--- config.mk ---
export PLATFORM = sky130hd
export DESIGN_NAME = small_matrix_arith_unit_core_flat
export DESIGN_NICKNAME = d
export VERILOG_FILES = /design/src/smau_pkg.sv /design/src/smau_ifs.sv /design/src/small_matrix_arith_unit_core.sv /design/src/smau_dpath.sv /design/src/smau_seq.sv /design/src/flat_wrapper.sv
export SDC_FILE = /design/constraint.sdc
export NUM_CORES = 2
export LEC_CHECK = 0
export BUFFER_PORTS_ARGS = -buffer_cell sky130_fd_sc_hd__buf_4
export CORE_MARGIN = 2
export CORE_UTILIZATION = 65
export CTS_CLUSTER_DIAMETER = 40
export CTS_CLUSTER_SIZE = 14
export DETAILED_ROUTE_END_ITERATION = 8
export PLACE_DENSITY = 0.82
export SYNTH_ARGS = -nofsm -noshare
export SYNTH_HDL_FRONTEND = slang
export SYNTH_SLANG_ARGS = --single-unit
--- constraint.sdc ---
create_clock -name i_clk -period 10.1 [get_ports i_clk]
set_clock_uncertainty 0.2 [all_clocks]
set_input_delay 2.02 -clock i_clk [delete_from_list [all_inputs] [get_ports i_clk]]
set_output_delay 2.02 -clock i_clk [all_outputs]
set_load 0.005 [all_outputs]
--- src/smau_pkg.sv ---
// Package for the small matrix arithmetic unit: widths, codes, stage
// structs and the determinant step table. No dependencies.
package smau_pkg;

    localparam int MAX_DIM      = 3;
    localparam int ELEMENT_BITS = 32;
    localparam int DATA_W       = 32;
    localparam int STORE_DEPTH  = 2 * MAX_DIM * MAX_DIM;
    localparam int ADDR_W       = $clog2(STORE_DEPTH);
    localparam int LOAD_W       = 5;
    localparam int STEP_W       = 4;
    localparam int ELEM_KEEP    = (ELEMENT_BITS < DATA_W) ? ELEMENT_BITS : DATA_W;

    typedef enum logic [1:0] {
        OP_ADD = 2'd0,
        OP_SUB = 2'd1,
        OP_MUL = 2'd2,
        OP_DET = 2'd3
    } t_op;

    typedef enum logic {
        CFG_OPERATION = 1'b0,
        CFG_DIMENSION = 1'b1
    } t_cfg_idx;

    typedef enum logic [1:0] {
        ALU_MUL   = 2'd0,   // p = a * b
        ALU_CHAIN = 2'd1,   // p = a * p (third factor of a triple)
        ALU_ADD   = 2'd2,
        ALU_SUB   = 2'd3
    } t_alu_op;

    typedef enum logic [1:0] {
        ST_LOAD,
        ST_WAIT,
        ST_ISSUE
    } t_seq_state;

    typedef struct packed {
        logic        valid;
        t_alu_op     alu_op;
        logic        acc_en;
        logic        neg;
        logic        first;
        logic        last;
        logic [1:0]  row;
        logic [1:0]  col;
        logic        last_run;
    } t_term;

    typedef struct packed {
        t_term              term;
        logic [ADDR_W-1:0]  addr_a;
        logic [ADDR_W-1:0]  addr_b;
    } t_issue;

    typedef struct packed {
        logic pipe_busy;
        logic out_full;
    } t_dp_status;

    typedef struct packed {
        logic signed [DATA_W-1:0] value;
        logic [1:0]               row;
        logic [1:0]               col;
        logic                     last_run;
    } t_result;

    typedef struct packed {
        logic [ADDR_W-1:0] addr_a;
        logic [ADDR_W-1:0] addr_b;
        t_alu_op           alu_op;
        logic              acc_en;
        logic              neg;
    } t_det_step;

    localparam int DET3_STEPS = 12;
    localparam int DET2_STEPS = 2;

    function automatic logic active_dim3(input logic [1:0] dim);
        return (dim == 2'd3) && (MAX_DIM >= 3);
    endfunction

    function automatic logic [DATA_W-1:0] elem_in(input logic [DATA_W-1:0] v);
        return DATA_W'($signed(v[ELEM_KEEP-1:0]));
    endfunction

    // row-major store index of (r, c)
    function automatic logic [ADDR_W-1:0] elem_addr(input logic dim3,
                                                    input logic [1:0] r,
                                                    input logic [1:0] c);
        logic [ADDR_W-1:0] r2;
        r2 = ADDR_W'({r, 1'b0});
        return dim3 ? (r2 + ADDR_W'(r) + ADDR_W'(c)) : (r2 + ADDR_W'(c));
    endfunction

    // 3x3 determinant as six signed triple products; even steps form x*y,
    // odd steps multiply in z and accumulate.
    function automatic t_det_step det3_step(input logic [STEP_W-1:0] s);
        t_det_step d;
        d = '0;
        case (s)
            4'd0:  d = '{5'd0, 5'd4, ALU_MUL,   1'b0, 1'b0};
            4'd1:  d = '{5'd8, 5'd0, ALU_CHAIN, 1'b1, 1'b0};
            4'd2:  d = '{5'd0, 5'd5, ALU_MUL,   1'b0, 1'b0};
            4'd3:  d = '{5'd7, 5'd0, ALU_CHAIN, 1'b1, 1'b1};
            4'd4:  d = '{5'd1, 5'd3, ALU_MUL,   1'b0, 1'b0};
            4'd5:  d = '{5'd8, 5'd0, ALU_CHAIN, 1'b1, 1'b1};
            4'd6:  d = '{5'd1, 5'd5, ALU_MUL,   1'b0, 1'b0};
            4'd7:  d = '{5'd6, 5'd0, ALU_CHAIN, 1'b1, 1'b0};
            4'd8:  d = '{5'd2, 5'd3, ALU_MUL,   1'b0, 1'b0};
            4'd9:  d = '{5'd7, 5'd0, ALU_CHAIN, 1'b1, 1'b0};
            4'd10: d = '{5'd2, 5'd4, ALU_MUL,   1'b0, 1'b0};
            4'd11: d = '{5'd6, 5'd0, ALU_CHAIN, 1'b1, 1'b1};
            default: d = '0;
        endcase
        return d;
    endfunction

endpackage

--- src/smau_ifs.sv ---
// Handshake channels of the small matrix arithmetic unit: element input,
// result output and configuration write. Depends on smau_pkg.
interface smau_elem_if import smau_pkg::*; ();
    logic                     valid;
    logic                     ready;
    logic signed [DATA_W-1:0] element_value;

    modport source (output valid, output element_value, input ready);
    modport sink   (input valid, input element_value, output ready);
endinterface

interface smau_res_if import smau_pkg::*; ();
    logic                     valid;
    logic                     ready;
    logic signed [DATA_W-1:0] result_value;
    logic [1:0]               result_row;
    logic [1:0]               result_col;
    logic                     last_of_run;

    modport source (output valid, output result_value, output result_row,
                    output result_col, output last_of_run, input ready);
    modport sink   (input valid, input result_value, input result_row,
                    input result_col, input last_of_run, output ready);
endinterface

interface smau_cfg_if import smau_pkg::*; ();
    logic       valid;
    logic       ready;
    logic       index;
    logic [1:0] data;

    modport source (output valid, output index, output data, input ready);
    modport sink   (input valid, input index, input data, output ready);
endinterface

--- src/small_matrix_arith_unit_core.sv ---
// Small matrix arithmetic unit: 2x2/3x3 add, subtract, multiply, determinant.
// Loading takes one beat per cycle. Each result is summed from terms issued to
// the single shared multiply/add unit: 1 for add/sub, dim for multiply, 2 or
// 12 for a 2x2/3x3 determinant. A result is not started until the pipeline is
// empty and the result before has been taken by the sink.
// Input is not ready while results are computed. Synchronous active-low
// reset clears config (add, 2x2), load count and all valid flags.
module small_matrix_arith_unit_core import smau_pkg::*; (
    input  logic  i_clk,
    input  logic  i_rst_n,
    smau_elem_if.sink   i_elem,
    smau_cfg_if.sink    i_cfg,
    smau_res_if.source  o_res
);

    // configuration registers: to be written only while the block is idle; the block does not enforce it
    t_op        r_op;
    logic [1:0] r_dim;

    logic              elem_fire;
    logic              elem_ready;
    logic              wr_en;
    logic [ADDR_W-1:0] wr_addr;
    t_issue            issue;
    t_dp_status        status;
    logic              out_valid;
    t_result           result;

    assign i_cfg.ready = 1'b1;

    always_ff @(posedge i_clk) begin
        if (!i_rst_n) begin
            r_op  <= OP_ADD;
            r_dim <= 2'd2;
        end else if (i_cfg.valid) begin
            unique case (t_cfg_idx'(i_cfg.index))
                CFG_OPERATION: r_op  <= t_op'(i_cfg.data);
                CFG_DIMENSION: r_dim <= i_cfg.data;
                default:       r_op  <= r_op;
            endcase
        end
    end

    // an element beat lands in the store at address load_count
    assign i_elem.ready = elem_ready;
    assign elem_fire    = i_elem.valid && elem_ready;

    smau_seq u_seq (
        .i_clk        (i_clk),
        .i_rst_n      (i_rst_n),
        .i_elem_fire  (elem_fire),
        .i_op         (r_op),
        .i_dim        (r_dim),
        .i_status     (status),
        .o_elem_ready (elem_ready),
        .o_wr_en      (wr_en),
        .o_wr_addr    (wr_addr),
        .o_issue      (issue)
    );

    // store read -> shared unit -> accumulator -> result register
    smau_dpath u_dpath (
        .i_clk       (i_clk),
        .i_rst_n     (i_rst_n),
        .i_wr_en     (wr_en),
        .i_wr_addr   (wr_addr),
        .i_wr_data   (elem_in(i_elem.element_value)),
        .i_issue     (issue),
        .i_out_ready (o_res.ready),
        .o_status    (status),
        .o_out_valid (out_valid),
        .o_result    (result)
    );

    // result beat straight from the datapath output register
    assign o_res.valid        = out_valid;
    assign o_res.result_value = result.value;
    assign o_res.result_row   = result.row;
    assign o_res.result_col   = result.col;
    assign o_res.last_of_run  = result.last_run;

endmodule

--- src/smau_dpath.sv ---
// Datapath: element store, shared multiply/add unit, accumulator and the
// result register. Depends on smau_pkg.
module smau_dpath import smau_pkg::*; (
    input  logic              i_clk,
    input  logic              i_rst_n,
    input  logic              i_wr_en,
    input  logic [ADDR_W-1:0] i_wr_addr,
    input  logic [DATA_W-1:0] i_wr_data,
    input  t_issue            i_issue,
    input  logic              i_out_ready,
    output t_dp_status        o_status,
    output logic              o_out_valid,
    output t_result           o_result
);

    logic [DATA_W-1:0] mem [STORE_DEPTH];
    logic [DATA_W-1:0] r_rd_a;
    logic [DATA_W-1:0] r_rd_b;
    logic [DATA_W-1:0] r_p;
    logic [DATA_W-1:0] n_p;
    logic [DATA_W-1:0] r_acc;
    logic [DATA_W-1:0] n_acc;
    logic [DATA_W-1:0] term_val;
    t_term             r_s1;
    t_term             r_s2;
    logic              r_out_valid;
    t_result           r_out;

    always_ff @(posedge i_clk) begin
        if (i_wr_en) begin
            mem[i_wr_addr] <= i_wr_data;
        end
        r_rd_a <= mem[i_issue.addr_a];
        r_rd_b <= mem[i_issue.addr_b];
    end

    // stage 1: the shared unit
    always_comb begin
        case (r_s1.alu_op)
            ALU_MUL:   n_p = r_rd_a * r_rd_b;
            ALU_CHAIN: n_p = r_rd_a * r_p;
            ALU_ADD:   n_p = r_rd_a + r_rd_b;
            ALU_SUB:   n_p = r_rd_a - r_rd_b;
            default:   n_p = r_rd_a;
        endcase
    end

    // stage 2: accumulate
    always_comb begin
        term_val = r_s2.neg ? (DATA_W'(0) - r_p) : r_p;
        n_acc    = (r_s2.first ? DATA_W'(0) : r_acc) + term_val;
    end

    always_ff @(posedge i_clk) begin
        if (!i_rst_n) begin
            r_s1        <= '0;
            r_s2        <= '0;
            r_out_valid <= 1'b0;
        end else begin
            r_s1 <= i_issue.term;
            r_s2 <= r_s1;
            if (r_out_valid && i_out_ready) begin
                r_out_valid <= 1'b0;
            end
            if (r_s2.valid && r_s2.acc_en && r_s2.last) begin
                r_out_valid <= 1'b1;
            end
        end
    end

    always_ff @(posedge i_clk) begin
        if (r_s1.valid) begin
            r_p <= n_p;
        end
        if (r_s2.valid && r_s2.acc_en) begin
            r_acc <= n_acc;
            if (r_s2.last) begin
                r_out.value    <= n_acc;
                r_out.row      <= r_s2.row;
                r_out.col      <= r_s2.col;
                r_out.last_run <= r_s2.last_run;
            end
        end
    end

    assign o_status.pipe_busy = r_s1.valid | r_s2.valid;
    assign o_status.out_full  = r_out_valid;
    assign o_out_valid        = r_out_valid;
    assign o_result           = r_out;

endmodule

--- src/smau_seq.sv ---
// Sequencer: load counting, job start, and per-result issue of operand
// addresses and unit commands. Depends on smau_pkg.
module smau_seq import smau_pkg::*; (
    input  logic              i_clk,
    input  logic              i_rst_n,
    input  logic              i_elem_fire,
    input  t_op               i_op,
    input  logic [1:0]        i_dim,
    input  t_dp_status        i_status,
    output logic              o_elem_ready,
    output logic              o_wr_en,
    output logic [ADDR_W-1:0] o_wr_addr,
    output t_issue            o_issue
);

    t_seq_state        r_state, n_state;
    logic [LOAD_W-1:0] r_load_cnt, n_load_cnt;
    t_op               r_op, n_op;
    logic              r_dim3, n_dim3;
    logic [1:0]        r_row, n_row;
    logic [1:0]        r_col, n_col;
    logic [STEP_W-1:0] r_step, n_step;

    logic              live_dim3;
    logic [LOAD_W-1:0] live_sq;
    logic [LOAD_W-1:0] need;
    logic [LOAD_W-1:0] cnt_inc;
    logic [1:0]        dim_last;
    logic [ADDR_W-1:0] base_b;
    logic [STEP_W-1:0] nsteps;
    logic [1:0]        k;
    logic              last_run;
    t_det_step         det3;

    always_ff @(posedge i_clk) begin
        if (!i_rst_n) begin
            r_state    <= ST_LOAD;
            r_load_cnt <= '0;
            r_op       <= OP_ADD;
            r_dim3     <= 1'b0;
            r_row      <= '0;
            r_col      <= '0;
            r_step     <= '0;
        end else begin
            r_state    <= n_state;
            r_load_cnt <= n_load_cnt;
            r_op       <= n_op;
            r_dim3     <= n_dim3;
            r_row      <= n_row;
            r_col      <= n_col;
            r_step     <= n_step;
        end
    end

    always_comb begin
        live_dim3 = active_dim3(i_dim);
        live_sq   = live_dim3 ? LOAD_W'(9) : LOAD_W'(4);
        need      = (i_op == OP_DET) ? live_sq : LOAD_W'({live_sq, 1'b0});
        cnt_inc   = r_load_cnt + LOAD_W'(1);

        o_elem_ready = (r_state == ST_LOAD);
        o_wr_en      = i_elem_fire && (r_load_cnt < LOAD_W'(STORE_DEPTH));
        o_wr_addr    = r_load_cnt[ADDR_W-1:0];

        dim_last = r_dim3 ? 2'd2 : 2'd1;
        base_b   = r_dim3 ? ADDR_W'(9) : ADDR_W'(4);
        k        = r_step[1:0];
        det3     = det3_step(r_step);
        last_run = (r_op == OP_DET) || ((r_row == dim_last) && (r_col == dim_last));

        o_issue                = '0;
        o_issue.term.row       = r_row;
        o_issue.term.col       = r_col;
        o_issue.term.last_run  = last_run;
        nsteps                 = STEP_W'(1);

        unique case (r_op) inside
            OP_ADD, OP_SUB: begin
                o_issue.addr_a      = elem_addr(r_dim3, r_row, r_col);
                o_issue.addr_b      = base_b + elem_addr(r_dim3, r_row, r_col);
                o_issue.term.alu_op = (r_op == OP_ADD) ? ALU_ADD : ALU_SUB;
                o_issue.term.acc_en = 1'b1;
                o_issue.term.first  = 1'b1;
                o_issue.term.last   = 1'b1;
                nsteps              = STEP_W'(1);
            end
            OP_MUL: begin
                o_issue.addr_a      = elem_addr(r_dim3, r_row, k);
                o_issue.addr_b      = base_b + elem_addr(r_dim3, k, r_col);
                o_issue.term.alu_op = ALU_MUL;
                o_issue.term.acc_en = 1'b1;
                o_issue.term.first  = (k == 2'd0);
                o_issue.term.last   = (k == dim_last);
                nsteps              = STEP_W'({1'b0, dim_last}) + STEP_W'(1);
            end
            OP_DET: begin
                if (r_dim3) begin
                    o_issue.addr_a      = det3.addr_a;
                    o_issue.addr_b      = det3.addr_b;
                    o_issue.term.alu_op = det3.alu_op;
                    o_issue.term.acc_en = det3.acc_en;
                    o_issue.term.neg    = det3.neg;
                    o_issue.term.first  = (r_step == STEP_W'(1));
                    o_issue.term.last   = (r_step == STEP_W'(DET3_STEPS - 1));
                    nsteps              = STEP_W'(DET3_STEPS);
                end else begin
                    // a00*a11 - a01*a10
                    o_issue.addr_a      = r_step[0] ? ADDR_W'(1) : ADDR_W'(0);
                    o_issue.addr_b      = r_step[0] ? ADDR_W'(2) : ADDR_W'(3);
                    o_issue.term.alu_op = ALU_MUL;
                    o_issue.term.acc_en = 1'b1;
                    o_issue.term.neg    = r_step[0];
                    o_issue.term.first  = !r_step[0];
                    o_issue.term.last   = r_step[0];
                    nsteps              = STEP_W'(DET2_STEPS);
                end
            end
            default: begin
                nsteps = STEP_W'(1);
            end
        endcase

        n_state    = r_state;
        n_load_cnt = r_load_cnt;
        n_op       = r_op;
        n_dim3     = r_dim3;
        n_row      = r_row;
        n_col      = r_col;
        n_step     = r_step;

        unique case (r_state)
            ST_LOAD: begin
                if (i_elem_fire) begin
                    if (cnt_inc >= need) begin
                        n_load_cnt = '0;
                        n_op       = i_op;
                        n_dim3     = live_dim3;
                        n_row      = '0;
                        n_col      = '0;
                        n_step     = '0;
                        n_state    = ST_WAIT;
                    end else begin
                        n_load_cnt = cnt_inc;
                    end
                end
            end
            ST_WAIT: begin
                if (!i_status.pipe_busy && !i_status.out_full) begin
                    n_state = ST_ISSUE;
                end
            end
            ST_ISSUE: begin
                o_issue.term.valid = 1'b1;
                if (r_step == nsteps - STEP_W'(1)) begin
                    n_step = '0;
                    if (last_run) begin
                        n_state = ST_LOAD;
                    end else begin
                        n_state = ST_WAIT;
                        if (r_col == dim_last) begin
                            n_col = '0;
                            n_row = r_row + 2'd1;
                        end else begin
                            n_col = r_col + 2'd1;
                        end
                    end
                end else begin
                    n_step = r_step + STEP_W'(1);
                end
            end
            default: begin
                n_state = ST_LOAD;
            end
        endcase
    end

endmodule

--- src/flat_wrapper.sv ---
// flat-port wrapper written by rule: the top's interface ports become plain ports
module small_matrix_arith_unit_core_flat import smau_pkg::*;
  (i_clk, i_rst_n, i_elem_valid, i_elem_element_value, i_elem_ready, i_cfg_valid, i_cfg_index, i_cfg_data, i_cfg_ready, o_res_valid, o_res_result_value, o_res_result_row, o_res_result_col, o_res_last_of_run, o_res_ready);
  smau_elem_if i_elem_i ();
  smau_cfg_if i_cfg_i ();
  smau_res_if o_res_i ();
  input  logic i_clk;
  input  logic i_rst_n;
  input wire logic [$bits(i_elem_i.valid)-1:0] i_elem_valid;
  input wire logic [$bits(i_elem_i.element_value)-1:0] i_elem_element_value;
  output wire logic [$bits(i_elem_i.ready)-1:0] i_elem_ready;
  input wire logic [$bits(i_cfg_i.valid)-1:0] i_cfg_valid;
  input wire logic [$bits(i_cfg_i.index)-1:0] i_cfg_index;
  input wire logic [$bits(i_cfg_i.data)-1:0] i_cfg_data;
  output wire logic [$bits(i_cfg_i.ready)-1:0] i_cfg_ready;
  output wire logic [$bits(o_res_i.valid)-1:0] o_res_valid;
  output wire logic [$bits(o_res_i.result_value)-1:0] o_res_result_value;
  output wire logic [$bits(o_res_i.result_row)-1:0] o_res_result_row;
  output wire logic [$bits(o_res_i.result_col)-1:0] o_res_result_col;
  output wire logic [$bits(o_res_i.last_of_run)-1:0] o_res_last_of_run;
  input wire logic [$bits(o_res_i.ready)-1:0] o_res_ready;
  assign i_elem_i.valid = i_elem_valid;
  assign i_elem_i.element_value = i_elem_element_value;
  assign i_elem_ready = i_elem_i.ready;
  assign i_cfg_i.valid = i_cfg_valid;
  assign i_cfg_i.index = i_cfg_index;
  assign i_cfg_i.data = i_cfg_data;
  assign i_cfg_ready = i_cfg_i.ready;
  assign o_res_valid = o_res_i.valid;
  assign o_res_result_value = o_res_i.result_value;
  assign o_res_result_row = o_res_i.result_row;
  assign o_res_result_col = o_res_i.result_col;
  assign o_res_last_of_run = o_res_i.last_of_run;
  assign o_res_i.ready = o_res_ready;
  small_matrix_arith_unit_core u_core (.i_clk(i_clk), .i_rst_n(i_rst_n), .i_elem(i_elem_i), .i_cfg(i_cfg_i), .o_res(o_res_i));
endmodule
* Word-level counts from Yosys, hierarchy flattened
Memories as Yosys holds them, arrays and structs flattened. A register that Yosys moved wholly into a read port is not among the register bits.
Cells that the tools add are included.
** Word-level totals
- Register bits :: 146
- Memory bits (writable) :: 576
- Bits in read-only memories :: 160
- Input bits :: 40
- Output and inout port bits :: 40
- Word-level logic and storage cells :: 159
- Memories kept :: 2
** Cells by class
- Add/subtract/negate cells :: 20
- $mul :: 2
- Magnitude comparators :: 2
- Equal/unequal tests :: 22
- Mux-type cells :: 48
- Bitwise logic cells :: 2
- Reductions and logical operators :: 28
** Memory list
- u_core.u_dpath.mem :: depth 18, bits a word 32, rd ports 2, clocked after memory_dff 2, wr ports 1, RTL line smau_dpath.sv:16 : logic [DATA_W-1:0] mem [STORE_DEPTH];
- (no name shown) :: depth 16, bits a word 10, rd ports 1, clocked after memory_dff 1, wr ports 0, RTL line smau_pkg.sv:102 : case (s)
** Operators by type and width (count)
- $pmux 32 s4 :: 1
- $add 32x32->32 :: 2
- $mul 32x32->32 :: 2
- $mux 32 :: 2
- $mux 4 :: 8
- $sub 1x32->32 const A :: 1
- $sub 32x32->32 :: 1
- $pmux 10 s3 :: 1
- $mux 2 :: 13
- $mux 5 :: 5
- $add 3x2->4 :: 5
- $pmux 4 s2 :: 2
- $eq 2x2->1 const B :: 7
- $ne 2x2->1 const B :: 6
- $pmux 2 s3 :: 2
- $add 4x2->5 :: 2
- $add 4x5->5 :: 2
- $mux 10 :: 1
- $reduce_and 2->1 :: 5
- $mux 1 :: 9
- $pmux 3 s3 :: 1
- $logic_not 2->1 :: 4
- $pmux 2 s2 :: 2
- $logic_and 1x1->1 :: 7
- 24 further kinds :: 33

* Longest topological paths before layout
- Depth in word-level cells :: 9
- Gate-level depth with buffers :: 28
- Depth with buffers taken out :: 26

* Cells and area by module
Synthesis repeated with hierarchy kept, for this count alone.
** Unflattened totals
- Cells, all modules :: 6028
- Area, all modules :: 70311.2 µm²
** By module, submodules not included
- smau_dpath :: instances 1, cells each 5684, area each 67489.7 µm², sequential area each 22071.2 µm²
- smau_seq :: instances 1, cells each 324, area each 2636.3 µm², sequential area each 540.5 µm²
- small_matrix_arith_unit_core :: instances 1, cells each 20, area each 185.2 µm², sequential area each 80.1 µm²

* Worst setup path before layout
OpenSTA, ideal clock, no wires.
- Path kind :: register -> register
- From :: reg u_core.u_dpath.r_rd_b[4] (read register of u_core.u_dpath.mem)
- To :: reg u_core.u_dpath.r_p[30], data pin
- Library setup time :: 0.270 ns
- Arrival time :: 7.133 ns
- Data required time :: 9.630 ns
- Slack :: 2.497 ns
- Cell stages (with the launch flop) :: 27
- Buffers on the path :: 2
- Period minus slack after synthesis :: 7.603 ns
- Path through :: dfxtp_1 clkbuf_1 buf_1 nand2_1 fa_1 inv_1 fa_1 inv_1 fa_1 fa_1 inv_1 fa_1 inv_1 fa_1 inv_1 fa_1 fa_1 ha_1 a21o_1 a21o_1 a21oi_1 a21bo_2 a21oi_1 o31ai_1 a21oi_1 mux2i_1 a32oi_1
** On the way
- Longest elaborated chain between the ends :: 2
- Elaborated cells between the ends (all ways) :: 4
- Those cells by class :: 2 x add/sub; 1 x mul; 1 x mux
** RTL lines
- start, declared :: RTL line smau_dpath.sv:18 : logic [DATA_W-1:0] r_rd_b;
- $mul 32x32->32, or another cell as far along :: RTL line smau_dpath.sv:40 : ALU_MUL: n_p = r_rd_a * r_rd_b;
- $pmux 32 s4 * :: RTL line smau_dpath.sv:39 : case (r_s1.alu_op)
- named net u_core.u_dpath.n_p[30] :: RTL line smau_dpath.sv:20 : logic [DATA_W-1:0] n_p;
- end signal, assigned :: RTL line smau_dpath.sv:73 : r_p <= n_p;
- end, declared :: RTL line smau_dpath.sv:19 : logic [DATA_W-1:0] r_p;
The timed path passes the listed nets; every way through them passes the cells marked *.
A chain may end at the register's enable or synchronous reset.

* Worst setup path after layout
- From :: reg u_core.u_dpath.r_rd_a[13] (read register of u_core.u_dpath.mem)
- To :: reg u_core.u_dpath.r_p[30], data pin
** On the way
- Longest elaborated chain between the ends :: 2
- Elaborated cells between the ends (all ways) :: 5
- Those cells by class :: 2 x add/sub; 2 x mul; 1 x mux
** RTL lines
- start, declared :: RTL line smau_dpath.sv:17 : logic [DATA_W-1:0] r_rd_a;
- $mul 32x32->32, or another cell as far along :: RTL line smau_dpath.sv:41 : ALU_CHAIN: n_p = r_rd_a * r_p;
- $pmux 32 s4 * :: RTL line smau_dpath.sv:39
- named net u_core.u_dpath.n_p[30] :: RTL line smau_dpath.sv:20
Marks and branches as above.

==> results.cfg <==
[logic_synthesis]
synth_flop_cell = edfxtp_1
synth_area_um2 = 71300
synth_top_area_share_pct = 28.5
yosysSeqAreaShare_pct = 31.8
async_flop_share_pct = 0
yosysWarnings = 0
synth.area.top_cells = edfxtp_1 (29%), fa_1 (23%), and2_1 (6.1%)
ys_ff_latch = 795
netlist_instances = 6793
ys_types = 80
synth_top_area_cell = edfxtp_1
synthTopCellsByCount = nand2_1 (985), inv_1 (870), fa_1 (822)
synth_edf_count = 677
syn_area_per_cell_um2 = 10.5
yosysMostFrequentCell = nand2_1
syn_nets = 8000

[global_route]
use_met2_pct = 57.7
grt_max_degree = 228
grt_usage_pct = 35.6
first_global_vias = 55000
busiest_layer = met2
grt_pass1_wl_um = 307000
grt_overflow_total = 0
antenna_found_initial = 17
met3_usage_pct = 8.52
grt_util_met1_pct = 43.7

[critical_path]
r2r_setup_slack_ns = 1.43
required_ns = 10.42
crit_path_end_kind = flip-flop
crit_path_start = u_core.u_dpath.r_rd_a[13]$_DFF_P_
rr_endpoint = u_core.u_dpath.r_p[30]$_DFFE_PP_
worstPathCellList = buf_4 > and2_1 > fa_1 > fa_1 > fa_1 > inv_1 > fa_1 > inv_1 > fa_1 > inv_1 > fa_1 > inv_1 > fa_1 > fa_1 > ha_1 > and2_1 > nand3_1 > nor2_1 > a32o_1 > o31ai_1 > nor2_1 > o31a_1 > o41a_1 > a32oi_1
arrival_ns = 8.99
cp.depth = 24
crit_type = reg -> reg
crit_path_end = u_core.u_dpath.r_p[30]$_DFFE_PP_
critical_path.top_delay_family = adder cells
critPathMaxStageDelay_ns = 0.96
cp_slowest_cell = dfxtp_1
cpMostUsedCell = fa_1
worst_r2r_path_depth = 24
worstSetupStartpointType = flip-flop
cp_num_buf_inv = 5
r2r_start = u_core.u_dpath.r_rd_a[13]$_DFF_P_
crit_fanout = 22

[route]
totalWireLength_um = 195000
drc = 0
drt_iter0_markers = 5377
vias = 52100
firstDrtPassIters = 6
vias_per_cell = 6.39
ant_nets = 0
wl_per_cell_um = 23.9

[clocking]
cts_resized = 0
post_cts_buffers = 0
htree_levels = 3
cts_sinks = 795
ctsHoldBuffers = 0
cts_root_buf = clkbuf_16
cts_inserted_buffers = 100
ctsLongestPathBuffers = 3
cts_tree = built
path_clk_slew_ns = 0.06
clk_latency_ns = 0.73

[run_status]
status = finished, final reports clean

[sta]
report.final.slew_viol_count = 0
period_minus_slack_ns = 8.67
final_hold_viol_count = 0
whs_ns = 0.210
setup_viol_count_final = 0
max_freq_mhz = 115
finalCritPeriodShare_pct = 85.9
worst_slew_pin_slew_ns = 1.35
tns_ns = 0
slew_headroom_pct = 9.77
rsz0062_at_grt = false

[cells_and_area]
stdcell_count = 8161
regArea_um2 = 22700
area_delta_synth_final_pct = 7.46
multi_input_area_um2 = 43800
drive_gt1_share_pct = 8.89
nFillCells = 7458
nets = 7858

[floorplanning]
row_count = 121
start_util_pct = 65.5
core_um2 = 109000
die-height_um = 335
die_x_um = 335
ios = 80
die_area_um2 = 112000

[placement]
port_buffers = 78
dp_hpwl_um = 127000
dp.cells = 7963
place.gp.congestion = 0.947

[worst_hold_path]
hp-class = reg -> reg

[job]
max-cap-violations = 0
## kinds of logic after synthesis
| logic type | after synthesis | share of synthesized area [%] |
|---|---|---|
| buffers and inverters | 1311 | 6.91 |
| flip-flops | 795 | 31.8 |
| XOR/XNOR | 295 | 3.62 |
| AO/OA/AOI/OAI | 920 | 8.63 |
| AND/OR/NAND/NOR | 2057 | 14.1 |
| adder cells (fa/ha/maj) | 1168 | 29.1 |
| other | 1 | 0.00526 |
| multiplexers | 246 | 5.79 |
## worst reg2reg max path, delay by kind of cell (launching register included)
family	cells	cell delay, ns
adder cells (fa/ha/maj)	9	4.21
buffers and inverters	5	0.67
AND/OR/NAND/NOR	5	0.78
AO/OA/AOI/OAI	5	1.68
flip-flops	1	0.96
## per-stage QoR
| stage | setup slack (ns) | area, um^2 | utilization, % |
|---|---|---|---|
| after global routing | 1.21 | 76600 | 70.4 |
| after global placement | 1.77 | 73100 | 67.1 |
| after CTS | 1.60 | 76600 | 70.4 |
| after floorplan | 2.50 | 71300 | - |
| final | 1.43 | 76600 | 70.4 |
| after detailed placement | 1.64 | 73100 | 67.1 |
## placed cells by master, fill, tap and decap left out, types with 149 or more instances in the layout
cell      instances
a211oi_1        185
inv_1           869
and2_1          684
edfxtp_1        677
buf_4           195
a21oi_1         202
fa_1            822
ha_1            345
nor2_1          149
xnor2_1         216
nand2_1         984
## state kept, by name, summed over array words and instances, names as in the netlist, 4 cells and up
signal,flops
u_core.u_dpath.mem,576
u_core.u_dpath.o_result,37
u_core.u_dpath.r_acc,32
u_core.u_dpath.r_p,32
u_core.u_dpath.r_rd_a,32
u_core.u_dpath.r_rd_b,32
u_core.u_dpath.r_s1,12
u_core.u_dpath.r_s2,10
u_core.u_seq.det3,9
u_core.u_seq.o_wr_addr,5
u_core.u_seq.r_step,4
## area by class of cell
type,count,share of cell area (%)
diodes,8,0.0261
clock buffers,117,3.46
clock inverters,73,1.14
inverters,870,4.26
multi-input cells,4687,57.2
flip-flops and latches,795,29.6
well taps,1414,2.31
repair buffers,197,1.96
## worst min path at each step
stage | from | to | slack (ns) | cells after the start
final | u_core.u_dpath.r_s2[2]$_SDFF_PN0_ | u_core.u_dpath.o_result[2]$_DFFE_PP_ | 0.21 | 0
after CTS | u_core.u_dpath.r_s2[2]$_SDFF_PN0_ | u_core.u_dpath.o_result[2]$_DFFE_PP_ | 0.21 | 0
after global placement | u_core.u_dpath.r_s2[3]$_SDFF_PN0_ | u_core.u_dpath.o_result[3]$_DFFE_PP_ | 0.19 | 0
after detailed placement | u_core.u_dpath.r_s2[2]$_SDFF_PN0_ | u_core.u_dpath.o_result[2]$_DFFE_PP_ | 0.20 | 0
after global routing | u_core.u_dpath.r_s2[1]$_SDFF_PN0_ | u_core.u_dpath.o_result[1]$_DFFE_PP_ | 0.22 | 0
after floorplan | u_core.u_dpath.r_s2[0]$_SDFF_PN0_ | u_core.u_dpath.o_result[0]$_DFFE_PP_ | 0.19 | 0
## per-layer routing
| metal | vias up | part of all wire, % | wire length [um] |
|---|---|---|---|
| met4 | 12 | 6.5 | 12700 |
| met1 | 26000 | 35 | 67700 |
| met2 | 3089 | 48 | 93100 |
| met5 | - | 0.041 | 80 |
| met3 | 832 | 11 | 21100 |
| li1 | 22200 | - | - |
Power is not shown: default switching activity piles up to over one toggle a cycle in this logic, so the estimate is an artifact.
